File: config.mk
export PLATFORM = sky130hd
export DESIGN_NAME = version_string_parser_unit
export DESIGN_NICKNAME = d
export VERILOG_FILES = /design/src/design/vsp_pkg.sv /design/src/design/vsp_fifo.sv /design/src/design/vsp_front.sv /design/src/design/vsp_back.sv /design/src/design/version_string_parser_unit.sv
export VERILOG_INCLUDE_DIRS = /design/src /design/src/design
export SDC_FILE = /design/constraint.sdc
export NUM_CORES = 1
export LEC_CHECK = 0
export BUFFER_PORTS_ARGS = -buffer_cell sky130_fd_sc_hd__buf_2
export CORE_ASPECT_RATIO = 1.4
export CORE_UTILIZATION = 57
export CTS_BUF_LIST = sky130_fd_sc_hd__clkbuf_2
export DETAILED_ROUTE_END_ITERATION = 10
export GPL_TIMING_DRIVEN = 0
export PLACE_DENSITY_LB_ADDON = 0.3
export RECOVER_POWER = 100
export SLEW_MARGIN = 10
export SYNTH_ARGS = -nofsm -noshare
export SYNTH_HDL_FRONTEND = slang
export SYNTH_SLANG_ARGS = --single-unit
File: constraint.sdc
create_clock -name i_clk -period 6 [get_ports i_clk]
set_input_delay 1.2 -clock i_clk [delete_from_list [all_inputs] [get_ports i_clk]]
set_output_delay 1.2 -clock i_clk [all_outputs]
set_load 0.005 [all_outputs]
File: src/design/version_string_parser_unit_assert.svh
// Assertion macros shared by the version string parser modules.
`ifndef VERSION_STRING_PARSER_UNIT_ASSERT_SVH
`define VERSION_STRING_PARSER_UNIT_ASSERT_SVH

// A condition that must hold at every clock edge outside reset.
`define VSP_ASSERT_ALWAYS(lbl, cond, msg) \
    lbl: assert property (@(posedge i_clk) disable iff (!i_rst_n) (cond)) else $error(msg);

// A trigger that forces a condition at the following clock edge.
`define VSP_ASSERT_NEXT(lbl, trig, cond, msg) \
    lbl: assert property (@(posedge i_clk) disable iff (!i_rst_n) (trig) |=> (cond)) \
        else $error(msg);

`endif

File: src/design/vsp_pkg.sv
// Shared types and constants of the version string parser.
`timescale 1ns / 1ps

package vsp_pkg;

    // Character codes used by the classifier.
    localparam logic [7:0] CH_NUL   = 8'h00;
    localparam logic [7:0] CH_SPACE = 8'h20;
    localparam logic [7:0] CH_TAB   = 8'h09;
    localparam logic [7:0] CH_CR    = 8'h0D;
    localparam logic [7:0] CH_PLUS  = 8'h2B;
    localparam logic [7:0] CH_MINUS = 8'h2D;
    localparam logic [7:0] CH_DOT   = 8'h2E;
    localparam logic [7:0] CH_ZERO  = 8'h30;
    localparam logic [7:0] CH_NINE  = 8'h39;
    localparam logic [7:0] CH_LC_A  = 8'h61;
    localparam logic [7:0] CH_LC_F  = 8'h66;
    localparam logic [7:0] CH_UC_A  = 8'h41;
    localparam logic [7:0] CH_UC_F  = 8'h46;
    localparam logic [7:0] CH_LC_X  = 8'h78;
    localparam logic [7:0] CH_UC_X  = 8'h58;

    // The literal that introduces the beta number.
    localparam int          LIT_LEN = 6;
    localparam logic [7:0]  BETA_LIT [LIT_LEN] = '{8'h2D, 8'h62, 8'h65, 8'h74, 8'h61, 8'h2E};

    // Decimal fields above this limit are rejected.
    localparam logic [31:0] DEC_LIMIT = 32'd254;

    // Version word: major, minor, patch, beta in the low bytes, stamp on top.
    localparam logic [63:0] VERSION_NONE = 64'hFFFF_FFFF_FF00_0000;
    localparam logic [31:0] STAMP_NONE   = 32'hFFFF_FFFF;

    // Register indexes.
    localparam logic REG_TIMESTAMP_MODE = 1'b0;

    // One classified byte.
    typedef struct packed {
        logic                 mode;
        logic                 is_nul;
        logic                 is_dec;
        logic                 is_hexl;
        logic [3:0]           digit;
        logic                 is_ws;
        logic                 is_plus;
        logic                 is_minus;
        logic                 is_dot;
        logic                 is_x;
        logic [LIT_LEN-1:0]   lit_hit;
    } t_token;

    // One result word.
    typedef struct packed {
        logic        ok;
        logic [63:0] version;
    } t_result;

endpackage

File: src/design/vsp_fifo.sv
// Small synchronous queue used between the parser stages.
`timescale 1ns / 1ps

module vsp_fifo #(
    parameter int WIDTH = 8,
    parameter int DEPTH = 2
) (
    input  logic             i_clk,
    input  logic             i_rst_n,
    input  logic             i_wr,
    input  logic [WIDTH-1:0] i_wdata,
    output logic             o_full,
    input  logic             i_rd,
    output logic [WIDTH-1:0] o_rdata,
    output logic             o_empty
);

    // DEPTH must be at least two so that the pointers have a bit.
    localparam int PW = $clog2(DEPTH);
    localparam int CW = $clog2(DEPTH + 1);
    localparam logic [PW-1:0] LAST  = PW'(DEPTH - 1);
    localparam logic [CW-1:0] C_MAX = CW'(DEPTH);

    logic [WIDTH-1:0] r_mem [DEPTH];
    logic [PW-1:0]    r_wptr, n_wptr;
    logic [PW-1:0]    r_rptr, n_rptr;
    logic [CW-1:0]    r_count, n_count;
    logic             wr_en, rd_en;

    assign o_full  = (r_count == C_MAX);
    assign o_empty = (r_count == '0);
    assign wr_en   = i_wr && !o_full;
    assign rd_en   = i_rd && !o_empty;
    assign o_rdata = r_mem[r_rptr];

    // Pointer and fill count update.
    always_comb begin
        n_wptr  = r_wptr;
        n_rptr  = r_rptr;
        n_count = r_count;
        if (wr_en) begin
            n_wptr = (r_wptr == LAST) ? '0 : r_wptr + 1'b1;
        end
        if (rd_en) begin
            n_rptr = (r_rptr == LAST) ? '0 : r_rptr + 1'b1;
        end
        if (wr_en && !rd_en) begin
            n_count = r_count + 1'b1;
        end else if (rd_en && !wr_en) begin
            n_count = r_count - 1'b1;
        end
    end

    always_ff @(posedge i_clk) begin
        if (!i_rst_n) begin
            r_wptr  <= '0;
            r_rptr  <= '0;
            r_count <= '0;
        end else begin
            r_wptr  <= n_wptr;
            r_rptr  <= n_rptr;
            r_count <= n_count;
        end
    end

    // Storage; entries need no reset.
    always_ff @(posedge i_clk) begin
        if (wr_en) begin
            r_mem[r_wptr] <= i_wdata;
        end
    end

`include "version_string_parser_unit_assert.svh"

    `VSP_ASSERT_ALWAYS(a_count_bound, r_count <= C_MAX, "queue count beyond depth")
    `VSP_ASSERT_NEXT(a_count_up, wr_en && !rd_en, r_count == $past(r_count) + 1'b1, "count did not rise on write")

endmodule

File: src/design/vsp_front.sv
// Front stage: classifies each incoming byte into a token.
`timescale 1ns / 1ps

module vsp_front
    import vsp_pkg::*;
(
    input  logic [7:0] i_char,
    input  logic       i_mode,
    output t_token     o_token
);

    logic is_dec, is_lc, is_uc;

    assign is_dec = (i_char >= CH_ZERO) && (i_char <= CH_NINE);
    assign is_lc  = (i_char >= CH_LC_A) && (i_char <= CH_LC_F);
    assign is_uc  = (i_char >= CH_UC_A) && (i_char <= CH_UC_F);

    // Character classes and the digit value for both bases.
    always_comb begin
        o_token.mode     = i_mode;
        o_token.is_nul   = (i_char == CH_NUL);
        o_token.is_dec   = is_dec;
        o_token.is_hexl  = is_lc || is_uc;
        if (is_lc) begin
            o_token.digit = 4'(i_char - CH_LC_A + 8'd10);
        end else if (is_uc) begin
            o_token.digit = 4'(i_char - CH_UC_A + 8'd10);
        end else begin
            o_token.digit = 4'(i_char - CH_ZERO);
        end
        o_token.is_ws    = (i_char == CH_SPACE) || ((i_char >= CH_TAB) && (i_char <= CH_CR));
        o_token.is_plus  = (i_char == CH_PLUS);
        o_token.is_minus = (i_char == CH_MINUS);
        o_token.is_dot   = (i_char == CH_DOT);
        o_token.is_x     = (i_char == CH_LC_X) || (i_char == CH_UC_X);
        for (int i = 0; i < LIT_LEN; i++) begin
            o_token.lit_hit[i] = (i_char == BETA_LIT[i]);
        end
    end

endmodule

File: src/design/vsp_back.sv
// Back stage: the parser state machine with the digit accumulator.
`timescale 1ns / 1ps

module vsp_back
    import vsp_pkg::*;
(
    input  logic    i_clk,
    input  logic    i_rst_n,
    input  logic    i_tok_valid,
    input  t_token  i_tok,
    output logic    o_tok_pop,
    input  logic    i_res_full,
    output logic    o_res_push,
    output t_result o_res
);

    // Parser phases.
    localparam logic [2:0] PH_MAJOR = 3'd0;
    localparam logic [2:0] PH_MINOR = 3'd1;
    localparam logic [2:0] PH_PATCH = 3'd2;
    localparam logic [2:0] PH_LIT   = 3'd3;
    localparam logic [2:0] PH_BETA  = 3'd4;
    localparam logic [2:0] PH_STAMP = 3'd5;
    localparam logic [2:0] PH_OK    = 3'd6;

    logic [2:0]  r_phase, n_phase;
    logic [31:0] r_accum, n_accum;
    logic        r_started, n_started;
    logic        r_dig, n_dig;
    logic        r_neg, n_neg;
    logic        r_ovf, n_ovf;
    logic        r_pfx, n_pfx;
    logic [2:0]  r_lpos, n_lpos;
    logic        r_failed, n_failed;
    logic [63:0] r_cand, n_cand;
    logic [63:0] r_stored, n_stored;

    logic        step, base16, is_digit, marker_hit, ok;
    logic [35:0] mac;
    logic [31:0] value;

    assign o_tok_pop  = i_tok_valid && !i_res_full;
    assign step       = o_tok_pop;
    assign o_res_push = step && i_tok.is_nul;

    assign base16   = (r_phase == PH_STAMP);
    assign is_digit = i_tok.is_dec || (base16 && i_tok.is_hexl);

    // Multiply-accumulate by ten or sixteen, kept wide to see overflow.
    assign mac = base16 ? ({r_accum, 4'b0000} + 36'(i_tok.digit))
                        : ({1'b0, r_accum, 3'b000} + {3'b000, r_accum, 1'b0}
                           + 36'(i_tok.digit));

    // Converted value of the current field.
    assign value = r_ovf ? STAMP_NONE : (r_neg ? (32'd0 - r_accum) : r_accum);

    // End-of-version marker: plus in timestamp mode, else the terminator.
    assign marker_hit = i_tok.mode ? i_tok.is_plus : i_tok.is_nul;

    // Per-byte parser step.
    always_comb begin
        n_phase   = r_phase;
        n_accum   = r_accum;
        n_started = r_started;
        n_dig     = r_dig;
        n_neg     = r_neg;
        n_ovf     = r_ovf;
        n_pfx     = r_pfx;
        n_lpos    = r_lpos;
        n_failed  = r_failed;
        n_cand    = r_cand;
        n_stored  = r_stored;
        ok        = 1'b0;
        if (step) begin
            if (r_failed) begin
                n_failed = 1'b1;
            end else if (r_phase == PH_LIT) begin
                if ((r_lpos < 3'(LIT_LEN)) && i_tok.lit_hit[r_lpos]) begin
                    n_lpos = r_lpos + 1'b1;
                    if (r_lpos == 3'(LIT_LEN - 1)) begin
                        n_phase   = PH_BETA;
                        n_accum   = '0;
                        n_started = 1'b0;
                        n_dig     = 1'b0;
                        n_neg     = 1'b0;
                        n_ovf     = 1'b0;
                        n_pfx     = 1'b0;
                        n_lpos    = '0;
                    end
                end else begin
                    n_failed = 1'b1;
                end
            end else if (r_phase > PH_STAMP) begin
                n_failed = 1'b1;
            end else if (is_digit) begin
                n_accum   = mac[31:0];
                n_ovf     = r_ovf || (mac[35:32] != 4'd0);
                n_started = 1'b1;
                n_dig     = 1'b1;
                if (r_lpos != 3'd7) begin
                    n_lpos = r_lpos + 1'b1;
                end
            end else if (!r_started && i_tok.is_ws) begin
                n_failed = 1'b0;
            end else if (!r_started && (i_tok.is_plus || i_tok.is_minus)) begin
                n_started = 1'b1;
                n_neg     = i_tok.is_minus;
            end else if (base16 && i_tok.is_x && r_dig && !r_pfx && (r_lpos == 3'd1)
                         && (r_accum == '0)) begin
                // Hex prefix after a single leading zero.
                n_dig  = 1'b0;
                n_pfx  = 1'b1;
                n_lpos = '0;
            end else if (!r_dig) begin
                n_failed = 1'b1;
            end else if (base16) begin
                if (i_tok.is_nul) begin
                    n_cand[63:32] = value;
                    n_phase       = PH_OK;
                end else begin
                    n_failed = 1'b1;
                end
            end else if (value > DEC_LIMIT) begin
                n_failed = 1'b1;
            end else begin
                case (r_phase)
                    PH_MAJOR, PH_MINOR: begin
                        if (r_phase == PH_MAJOR) begin
                            n_cand[7:0] = value[7:0];
                        end else begin
                            n_cand[15:8] = value[7:0];
                        end
                        if (i_tok.is_dot) begin
                            n_phase   = r_phase + 1'b1;
                            n_accum   = '0;
                            n_started = 1'b0;
                            n_dig     = 1'b0;
                            n_neg     = 1'b0;
                            n_ovf     = 1'b0;
                            n_pfx     = 1'b0;
                            n_lpos    = '0;
                        end else begin
                            n_failed = 1'b1;
                        end
                    end
                    default: begin
                        if (r_phase == PH_PATCH) begin
                            n_cand[23:16] = value[7:0];
                        end else begin
                            n_cand[31:24] = value[7:0];
                        end
                        if ((r_phase == PH_PATCH) && i_tok.is_minus) begin
                            // Dash already matches the first literal character.
                            n_phase = PH_LIT;
                            n_lpos  = 3'd1;
                        end else if (!marker_hit) begin
                            n_failed = 1'b1;
                        end else if (i_tok.mode) begin
                            n_phase   = PH_STAMP;
                            n_accum   = '0;
                            n_started = 1'b0;
                            n_dig     = 1'b0;
                            n_neg     = 1'b0;
                            n_ovf     = 1'b0;
                            n_pfx     = 1'b0;
                            n_lpos    = '0;
                        end else begin
                            n_cand[63:32] = STAMP_NONE;
                            n_phase       = PH_OK;
                        end
                    end
                endcase
            end

            // Terminator: report, store on success and start a new string.
            if (i_tok.is_nul) begin
                ok = !n_failed && (n_phase == PH_OK);
                if (ok) begin
                    n_stored = n_cand;
                end
                n_phase   = PH_MAJOR;
                n_accum   = '0;
                n_started = 1'b0;
                n_dig     = 1'b0;
                n_neg     = 1'b0;
                n_ovf     = 1'b0;
                n_pfx     = 1'b0;
                n_lpos    = '0;
                n_failed  = 1'b0;
                n_cand    = VERSION_NONE;
            end
        end
    end

    assign o_res.ok      = ok;
    assign o_res.version = n_stored;

    always_ff @(posedge i_clk) begin
        if (!i_rst_n) begin
            r_phase   <= PH_MAJOR;
            r_accum   <= '0;
            r_started <= 1'b0;
            r_dig     <= 1'b0;
            r_neg     <= 1'b0;
            r_ovf     <= 1'b0;
            r_pfx     <= 1'b0;
            r_lpos    <= '0;
            r_failed  <= 1'b0;
            r_cand    <= VERSION_NONE;
            r_stored  <= VERSION_NONE;
        end else begin
            r_phase   <= n_phase;
            r_accum   <= n_accum;
            r_started <= n_started;
            r_dig     <= n_dig;
            r_neg     <= n_neg;
            r_ovf     <= n_ovf;
            r_pfx     <= n_pfx;
            r_lpos    <= n_lpos;
            r_failed  <= n_failed;
            r_cand    <= n_cand;
            r_stored  <= n_stored;
        end
    end

`include "version_string_parser_unit_assert.svh"

    `VSP_ASSERT_ALWAYS(a_push_on_nul, !o_res_push || (i_tok_valid && i_tok.is_nul), "result without terminator")
    `VSP_ASSERT_NEXT(a_restart, o_res_push, (r_phase == PH_MAJOR) && !r_failed, "parser did not restart after terminator")

endmodule

File: src/design/version_string_parser_unit.sv
// Throughput: one byte per cycle, held while the result queue is full.
// The NUL is queued, then its result word is written to the result queue (empty low).
// Queues of TOKEN_DEPTH and RESULT_DEPTH words decouple the input and the result sides.
// Reset is synchronous, active low: queues empty, timestamp mode zero,
// stored version 0.0.0 with no beta and no timestamp.
`timescale 1ns / 1ps

module version_string_parser_unit
    import vsp_pkg::*;
#(
    parameter int TOKEN_DEPTH  = 2,
    parameter int RESULT_DEPTH = 2
) (
    input  logic        i_clk,
    input  logic        i_rst_n,
    // Input queue side.
    input  logic        push,
    output logic        full,
    input  logic [7:0]  i_char_in,
    // Result queue side.
    output logic        empty,
    input  logic        pop,
    output logic        o_parse_ok,
    output logic [7:0]  o_major_out,
    output logic [7:0]  o_minor_out,
    output logic [7:0]  o_patch_out,
    output logic [7:0]  o_beta_out,
    output logic [31:0] o_stamp_out,
    // Configuration port.
    input  logic        psel,
    input  logic        penable,
    input  logic        pwrite,
    input  logic [2:0]  paddr,
    input  logic [31:0] pwdata,
    output logic [31:0] prdata,
    output logic        pready
);

    logic    r_mode;
    t_token  front_tok, tok_head;
    logic    tok_empty, tok_pop;
    logic    res_full, res_push;
    t_result res_in, res_head;

    // Configuration register.
    assign pready = 1'b1;
    assign prdata = (paddr[2] == REG_TIMESTAMP_MODE) ? {31'd0, r_mode} : 32'd0;

    always_ff @(posedge i_clk) begin
        if (!i_rst_n) begin
            r_mode <= 1'b0;
        end else if (psel && penable && pwrite && pready && (paddr[2] == REG_TIMESTAMP_MODE)) begin
            r_mode <= pwdata[0];
        end
    end

    // Front: byte classification.
    vsp_front u_front (
        .i_char  (i_char_in),
        .i_mode  (r_mode),
        .o_token (front_tok)
    );

    // Token queue between front and back.
    vsp_fifo #(
        .WIDTH ($bits(t_token)),
        .DEPTH (TOKEN_DEPTH)
    ) u_tok_fifo (
        .i_clk   (i_clk),
        .i_rst_n (i_rst_n),
        .i_wr    (push),
        .i_wdata (front_tok),
        .o_full  (full),
        .i_rd    (tok_pop),
        .o_rdata (tok_head),
        .o_empty (tok_empty)
    );

    // Back: parser.
    vsp_back u_back (
        .i_clk       (i_clk),
        .i_rst_n     (i_rst_n),
        .i_tok_valid (!tok_empty),
        .i_tok       (tok_head),
        .o_tok_pop   (tok_pop),
        .i_res_full  (res_full),
        .o_res_push  (res_push),
        .o_res       (res_in)
    );

    // Result queue toward the consumer.
    vsp_fifo #(
        .WIDTH ($bits(t_result)),
        .DEPTH (RESULT_DEPTH)
    ) u_res_fifo (
        .i_clk   (i_clk),
        .i_rst_n (i_rst_n),
        .i_wr    (res_push),
        .i_wdata (res_in),
        .o_full  (res_full),
        .i_rd    (pop),
        .o_rdata (res_head),
        .o_empty (empty)
    );

    // Result word fields.
    assign o_parse_ok  = res_head.ok;
    assign o_major_out = res_head.version[7:0];
    assign o_minor_out = res_head.version[15:8];
    assign o_patch_out = res_head.version[23:16];
    assign o_beta_out  = res_head.version[31:24];
    assign o_stamp_out = res_head.version[63:32];

endmodule

==> metrics.yaml, run 1 <==
outcome:
  outcome: "finished with violations"
  violations: "design-rule violations, max-capacitance violations, max-slew violations"
logic_synthesis:
  seq_area_frac_synth_pct: 44.8
  synth_ff_type: "dfxtp_1"
  synth-seq-cells: 347
  synthArstFlopShare_pct: 0
  syn_area_um2: 19200
  yosys.cell_count.top_type: "nor2_1"
  synth_top_area_share_pct: 25.7
  synthAdderAreaFrac_pct: 5.36
  synthMuxAreaShare_pct: 9.01
  syn_inst: 1939
  synth_xor_area_share_pct: 2.24
  yosysTopAreaCell: "edfxtp_1"
  synth-compound-area-share_pct: 18.5
  synthTopCellsByArea: "edfxtp_1, dfxtp_1, mux2_2"
  synth_common_cells: "nor2_1, dfxtp_1, edfxtp_1"
  syn_avg_cell_area_um2: 9.89
  yosys.area_share.simple_pct: 15.3
  synth_top_family_by_area: "compound AO/OA/AOI/OAI gates"
  ys_types: 90
  synth-edff-count: 164
  yosys_warnings: 0
sta:
  fmax_mhz: 174
  min_period_ns: 5.75
  maxSlewHeadroom_pct: -46.2
  hold_ws_ns: 0.459
  maxSlewViolCount: 80
  clock-skew-final_ns: 0.0555
  worst_pin_slew_ns: 2.18
  setup_tns_ns: 0
  rsz0062_at_grt: "no"
  fin_ws_ns: 0.252
  hold_violations: 0
  setup_viol: 0
  fin_crit_sh_pct: 95.8
routing:
  avgViaCountPerCell: 6.10
  drc_errors: 1
  vias: 16100
  dr.pass1.iters: 9
  drt_iter0_drc: 1323
  routed_wl_um: 52300
  ant_nets: 0
  wl_per_cell_um: 19.8
setup_path:
  critPathRequiredTime_ns: 6.69
  setup.worst_path.end_class: "register"
  r2r_slack_ns: 0.25
  crit_fanout: 10
  cp-start-kind: "register"
  worst-endpoint-arrival_ns: 6.44
  ff2ff_path_depth: 16
  crit_type: "reg2reg"
clocking:
  insertion_delay_ns: 1.00
  cts-buffers-inserted: 75
  clkSinkCount: 347
  cts_tree: "done"
  clock_path_buffers: 3
  htreeDepth: 3
  clk_pin_slew_worst_paths_ns: 0.11
  hold_buffers: 0
  cts-root-buf: "clkbuf_2"
placement:
  placed_area_um2: 20400
  place_ws_ns: -0.118
  place_congestion: 0.938
  dp_hpwl_um: 39100
  io_buffers: 84
  place_inst: 2502
finish:
  final_util_pct: 63.2
  areaGrowthSynthToFinish_pct: 9.46
  fin_cells: 2645
  final_cell_area_um2: 21000
  fin_nets: 2265
  drive_above_1_share_pct: 16.9
global_routing:
  overflow: 0
  first_global_vias: 15400
  grt_pass1_wl_um: 80100
  grt_start_max_net_pins: 63
  grt_usage_pct: 30.1
  antenna_found_initial: 2
floorplanning:
  fp.dieW_um: 157
  die_area_um2: 34400
  coreArea_um2: 33200
  fp-row-count: 79
  start_util_pct: 57.7
  die_y_um: 219
  ioPinCount: 150
power_and_ir_drop:
  ir_drop_v: 0.000149
  power_density_nw_per_um2: 292
  p_leak_nw: 7.97
  p_total_mw: 6.14
worst_hold_path:
  worst_hold_path_type: "reg2reg"
  whs_path_depth: 1
job:
  maxCapViolCount: 2
power by group:
| part | leakage, nW | switching [mW] | internal (mW) |
|---|---|---|---|
| logic | 4.61 | 1.26 | 0.615 |
| registers | 2.80 | 0.0947 | 2.66 |
| clock network | 0.566 | 0.922 | 0.587 |
registers in the layout, indices dropped and copies added, names as in the netlist, 3 cells and up, named ones only:
register and cells:
u_back.r_accum 32, u_back.r_cand 64, u_back.r_lpos 3, u_back.r_phase 3, u_back.r_stored 64, u_res_fifo.r_mem 130, u_tok_fifo.r_mem 34
cells in the final DEF (no fill, tap or decap), drive strengths merged, types with 16 or more instances in the layout:
cell / synthesis / layout
a211o: 31 / 31
mux2i: 32 / 32
o31ai: 29 / 29
nand2: 151 / 151
xnor2: 24 / 24
a21oi: 121 / 121
clkbuf: 93 / 270
a21o: 44 / 44
ha: 79 / 79
a22oi: 38 / 38
nand3: 47 / 47
dfxtp: 183 / 183
nor3: 33 / 33
xor2: 25 / 25
o22ai: 18 / 18
conb: 2 / 32
nor2b: 20 / 20
or4: 16 / 16
o31a: 32 / 32
mux2: 121 / 121
buf: 68 / 103
edfxtp: 164 / 164
o21ai: 80 / 80
o211ai: 16 / 16
or3: 27 / 27
nor2: 189 / 189
nand4: 32 / 32
inv: 33 / 34
worst max-delay path, cell delays in order, from the launching register on:
cell      delay (ns)
dfxtp_1         0.37
clkbuf_1        0.22
inv_1           0.10
ha_1            0.21
nor4b_1         0.60
nand4_1         0.24
clkbuf_1        0.29
o41a_1          0.47
mux2_2          0.32
nand3_1         0.19
nor4_1          0.65
a21oi_1         0.23
or3_1           0.39
buf_2           0.23
nor3_4          0.21
clkbuf_2        0.34
mux2_1          0.41
cell families after synthesis:
kind of cell / after synthesis
and+or+nand+nor: 599
AOI/OAI and AO/OA: 511
DFF: 347
buffers and inverters: 195
muxes: 155
adders and majority gates: 81
xor gates and xnor gates: 49
other: 2
path summary, 6_finish.rpt:
| kind | start | to |
|---|---|---|
| worst max-delay path | u_back.r_accum[0] | u_res_fifo.r_mem[1][16] |
| worst min-delay path | u_back.r_cand[34] | u_back.r_cand[34] |
| worst max register to register | u_back.r_accum[0] | u_res_fifo.r_mem[1][16] |
| worst min register to register | u_back.r_cand[34] | u_back.r_cand[34] |
area by class of cell:
type / count / area, um2
Multi-Input combinational cell: 1427 / 9810
Fill cell: 2881 / 12200
Timing Repair Buffer: 88 / 407
Buffer: 161 / 774
Clock inverter: 15 / 100
Antenna cell: 4 / 10.0
Tap cell: 445 / 557
Clock buffer: 124 / 621
Inverter: 34 / 128
Sequential cell: 347 / 8590
timing repair:
item,in CTS,in global routing
buffers inserted,0,0
gates resized for setup,1,1
setup endpoints to repair,59,107
layer usage:
metal / vias to the layer above / routed length (um) / part of all wire (%) / track usage, %
li1: 7617 / - / - / -
met1: 7685 / 20000 / 38 / 33.4
met2: 665 / 26500 / 51 / 53.5
met3: 166 / 2820 / 5.4 / 4.29
met4: 0 / 2890 / 5.5 / 19.4
met5: - / 0 / 0 / 0
Power figures use the tool's default switching activity.
==> run 2: changes to the inputs <==
CAP_MARGIN = 10   (was default)
GPL_TIMING_DRIVEN = 1   (was 0)
==> metrics.yaml, run 2 (synthesis results as in run 1) <==
global_routing:
  first_global_vias: 14600
  antenna_found_initial: 2
  grt_usage_pct: 26.5
  overflow: 0
  grt_start_max_net_pins: 66
  grt_pass1_wl_um: 72500
sta:
  setup_viol: 0
  fin_ws_ns: 0.573
  clock-skew-final_ns: 0.0856
  maxSlewViolCount: 298
  worst_pin_slew_ns: 3.73
  maxSlewHeadroom_pct: -149
  setup_tns_ns: 0
  fin_crit_sh_pct: 90.4
  min_period_ns: 5.43
  rsz0062_at_grt: "no"
  fmax_mhz: 184
  hold_violations: 0
finish:
  fin_nets: 2149
  layout_common_cells: "nor2_1, dfxtp_1, edfxtp_1"
  largest_register_ffs: 130
  top_register: "u_res_fifo.r_mem"
  drive_above_1_share_pct: 16.7
  layout_commonest_cell: "nor2_1"
  areaGrowthSynthToFinish_pct: 7.28
  largestRegisters: "u_res_fifo.r_mem x130, u_back.r_cand x64, u_back.r_stored x64"
routing:
  dr.pass1.iters: 10
  drt_iter0_drc: 1115
  avgViaCountPerCell: 6.11
  vias: 15400
  routed_wl_um: 46100
  ant_nets: 0
  wl_per_cell_um: 18.2
  drc_errors: 1
floorplanning:
  start_util_pct: 57.7
  die_y_um: 219
  die_area_um2: 34400
  fp-row-count: 79
  fp.dieW_um: 157
  coreArea_um2: 33200
  ioPinCount: 150
clocking:
  clkSinkCount: 347
  cts_resized: 0
  cts-buffers-inserted: 77
  clock_path_buffers: 3
  htreeDepth: 3
  cts_tree: "done"
  insertion_delay_ns: 1.00
  postCtsSetupBuffers: 0
  clk_pin_slew_worst_paths_ns: 0.11
  hold_buffers: 0
  cts-root-buf: "clkbuf_2"
power_and_ir_drop:
  switching_share_pct: 35.6
  seqPwrFrac_pct: 45.2
  p_total_mw: 6.18
  ir_drop_v: 0.000201
  power_frac_comb_pct: 28.4
  internal_power_mw: 3.98
  p_clk_share_pct: 26.5
  power.switching_mw: 2.20
  power_density_nw_per_um2: 300
  p_leak_nw: 7.73
placement:
  place_congestion: 0.912
  dp_hpwl_um: 31700
  place_ws_ns: 0.713
  io_buffers: 84
setup_path:
  worst-endpoint-arrival_ns: 6.11
  crit_type: "reg2reg"
  setup.worst_path.end_class: "register"
  cp-start-kind: "register"
  crit_fanout: 61
  critPathRequiredTime_ns: 6.69
outcome:
  outcome: "finished with violations"
  violations: "design-rule violations, max-capacitance violations, max-slew violations"
worst_hold_path:
  worst_hold_path_type: "reg2reg"
job:
  maxCapViolCount: 5
[run 2: cell types whose count changed in the layout (fill, tap and decap cells not counted), moves of 3 or more]
| cell | delta |
|---|---|
| clkbuf_1 | -83 |
| buf_2 | -18 |
| clkbuf_2 | -8 |
| buf_1 | -6 |
| buf_4 | -4 |
| nor4_1 | +4 |
| nor4_2 | -4 |
| bufinv_16 | +3 |
| clkinv_4 | -3 |
| mux2_1 | -3 |
| mux2_2 | +3 |
[run 2: critical path, stage by stage (launching register included)]
cell	delay, ns
dfxtp_1	0.41
inv_1	0.14
ha_1	0.22
nor4b_1	0.49
nand4_1	0.21
clkbuf_1	0.29
o311ai_0	0.76
nand3_1	0.24
or4_1	0.59
clkbuf_1	0.29
nor3_1	0.44
o31ai_4	0.13
nor3_4	0.22
buf_12	0.31
buf_4	0.27
o21ai_0	0.15
[run 2: cell type report]
| cell class | count | area, um2 |
|---|---|---|
| Multi-Input combinational cell | 1427 | 9810 |
| Fill cell | 2783 | 12600 |
| Inverter | 34 | 129 |
| Timing Repair Buffer | 131 | 681 |
| Tap cell | 445 | 557 |
| Antenna cell | 2 | 5.00 |
| Clock inverter | 21 | 203 |
| Sequential cell | 347 | 8590 |
| Clock buffer | 121 | 606 |
[run 2: metrics by stage]
step	hold WS (ns)	cell area [um2]	std cells	util, %
2_1_floorplan	0.416	19300	1969	-
4_1_cts	0.431	20700	2526	62.3
6_report	0.458	20600	2528	62.0
3_3_place_gp	0.427	19900	2384	59.9
3_5_place_dp	0.430	19900	2384	59.9
5_1_grt	0.432	20600	2528	62.0
[run 2: per-layer routing]
metal  part of all wire [%]  up-vias  track usage [%]
met2                     51      509             46.7
met5                      0        -                0
met1                     40     7395             30.5
li1                       -     7404                -
met3                    4.9      126             4.44
met4                    4.0        0             14.4
[run 2: worst paths after layout]
kind,cells past startpoint,slack (ns),end,start
max,15,0.57,u_res_fifo.r_mem[0][29],u_back.r_accum[1]
min reg2reg,1,0.46,u_back.r_cand[37],u_back.r_cand[37]
max reg2reg,15,0.57,u_res_fifo.r_mem[0][29],u_back.r_accum[1]
min,1,0.46,u_back.r_cand[37],u_back.r_cand[37]
[run 2: power by group through the flow]
stage	Clock, mW	Sequential, mW	Combinational, mW
finish	1.64	2.79	1.75
global route	1.78	2.81	1.91
CTS	1.67	2.78	1.79
detailed placement	0	2.83	1.78
global placement	0	2.82	1.74
floorplan	0	2.79	1.26
==> run 3: changes to the inputs <==
==> constraint.sdc (replaced) <==
create_clock -name i_clk -period 6 [get_ports i_clk]
set_input_delay 1.5 -clock i_clk [delete_from_list [all_inputs] [get_ports i_clk]]
set_output_delay 1.5 -clock i_clk [all_outputs]
set_load 0.005 [all_outputs]
==> metrics.yaml, run 3 (synthesis results as in run 1) <==
floorplanning:
  fp-row-count: 79
  fp.dieW_um: 157
  die_y_um: 219
  ioPinCount: 150
  coreArea_um2: 33200
  start_util_pct: 57.7
  die_area_um2: 34400
sta:
  worst_pin_slew_ns: 3.69
  fin_crit_sh_pct: 93.2
  min_period_ns: 5.59
  maxSlewHeadroom_pct: -146
  setup_viol: 0
  hold_ws_ns: 0.454
  maxSlewViolCount: 318
  clock-skew-final_ns: 0.0562
  rsz0062_at_grt: "no"
  setup_tns_ns: 0
  hold_violations: 0
  fmax_mhz: 179
setup_path:
  cp-start-kind: "register"
  setup.worst_path.end_class: "register"
  crit_slowest_cell: "o311ai_0"
  cpPeakStageDelay_ns: 0.75
  crit_fanout: 44
  crit_type: "reg2reg"
  cp_cell_sequence: "inv_1, ha_1, nor4b_1, nand4_1, clkbuf_1, o311ai_0, nand3_1, or4_1, clkbuf_1, o31a_1, o31ai_4, buf_4, o31a_1, a21o_1"
  critPathRequiredTime_ns: 6.78
  worst-endpoint-arrival_ns: 6.37
clocking:
  cts-root-buf: "clkbuf_2"
  insertion_delay_ns: 0.97
  hold_buffers: 0
  postCtsSetupBuffers: 0
  clkSinkCount: 347
  clk_pin_slew_worst_paths_ns: 0.12
  clock_path_buffers: 3
  cts_tree: "done"
  htreeDepth: 3
  cts-buffers-inserted: 76
  cts_resized: 0
routing:
  vias: 15400
  dr.pass1.iters: 10
  drt_iter0_drc: 1097
  drc_errors: 1
  avgViaCountPerCell: 6.10
  wl_per_cell_um: 17.9
  routed_wl_um: 45200
  ant_nets: 0
power_and_ir_drop:
  ir_drop_v: 0.000186
  p_total_mw: 6.01
  p_leak_nw: 7.65
  power_density_nw_per_um2: 293
finish:
  top_register: "u_res_fifo.r_mem"
  final_cell_area_um2: 20500
  layout_common_cells: "nor2_1, dfxtp_1, edfxtp_1"
  largestRegisters: "u_res_fifo.r_mem x130, u_back.r_cand x64, u_back.r_stored x64"
  num-fill-cells: 2793
  areaGrowthSynthToFinish_pct: 6.72
  fin_nets: 2148
  drive_above_1_share_pct: 15.7
  largest_register_ffs: 130
  layout_commonest_cell: "nor2_1"
global_routing:
  overflow: 0
  grt_pass1_wl_um: 72400
  grt_usage_pct: 26.4
  grt_start_max_net_pins: 72
  first_global_vias: 14700
  antenna_found_initial: 1
outcome:
  violations: "design-rule violations, max-capacitance violations, max-slew violations"
  outcome: "finished with violations"
placement:
  place_congestion: 0.922
  io_buffers: 84
  dp_hpwl_um: 31200
  placed_area_um2: 19900
worst_hold_path:
  worst_hold_path_type: "reg2reg"
job:
  maxCapViolCount: 5
## run 3: cell count changes in the layout (fill, tap and decap cells not counted), sizes merged
cell    previous run  this run
clkbuf           179       155
clkinv            15        36
bufinv             4         2
diode              2         1
## run 3: final timing paths
kind	slack, ns	cells after the start	to	start
min	0.45	1	u_back.r_cand[35]	u_back.r_cand[35]
max reg2reg	0.41	14	u_res_fifo.r_mem[0][39]	u_back.r_accum[1]
max	0.41	14	u_res_fifo.r_mem[0][39]	u_back.r_accum[1]
min reg2reg	0.45	1	u_back.r_cand[35]	u_back.r_cand[35]
## run 3: layout make-up
type	instances	area, um2	share of cell area (%)
flip-flops and latches	347	8590	42.0
repair buffers	131	672	3.28
clock inverters	40	215	1.05
well taps	445	557	2.72
clock buffers	97	485	2.37
inverters	34	129	0.630
multi-input cells	1427	9820	48.0
diodes	1	2.50	0.0122
## run 3: worst max-delay path: cells and delay by family, from the launching register on
kind / cells / cell delay, ns
buffers and inverters: 4 / 1.28
flip-flops: 1 / 0.42
AO/OA/AOI/OAI: 5 / 1.80
adder cells (fa/ha/maj): 1 / 0.22
AND/OR/NAND/NOR: 4 / 1.66
## run 3: where the power goes
group	switching (mW)	internal (mW)	total, mW
logic	1.16	0.600	1.76
registers	0.115	2.68	2.80
clock network	0.911	0.539	1.45
total	2.19	3.82	6.01
## run 3: metal layers
layer	part of all wire [%]	track usage (%)
met5	0	0
met4	4.5	15.4
met3	4.7	4.25
met2	50	46.1
met1	41	30.3
## run 3: stage by stage
step	std cells	worst slack [ns]	utilization [%]
2_1_floorplan	1969	1.46	-
3_3_place_gp	2384	0.773	59.9
3_5_place_dp	2384	0.675	59.9
4_1_cts	2521	0.628	62.0
5_1_grt	2522	0.142	61.6
6_report	2522	0.411	61.6
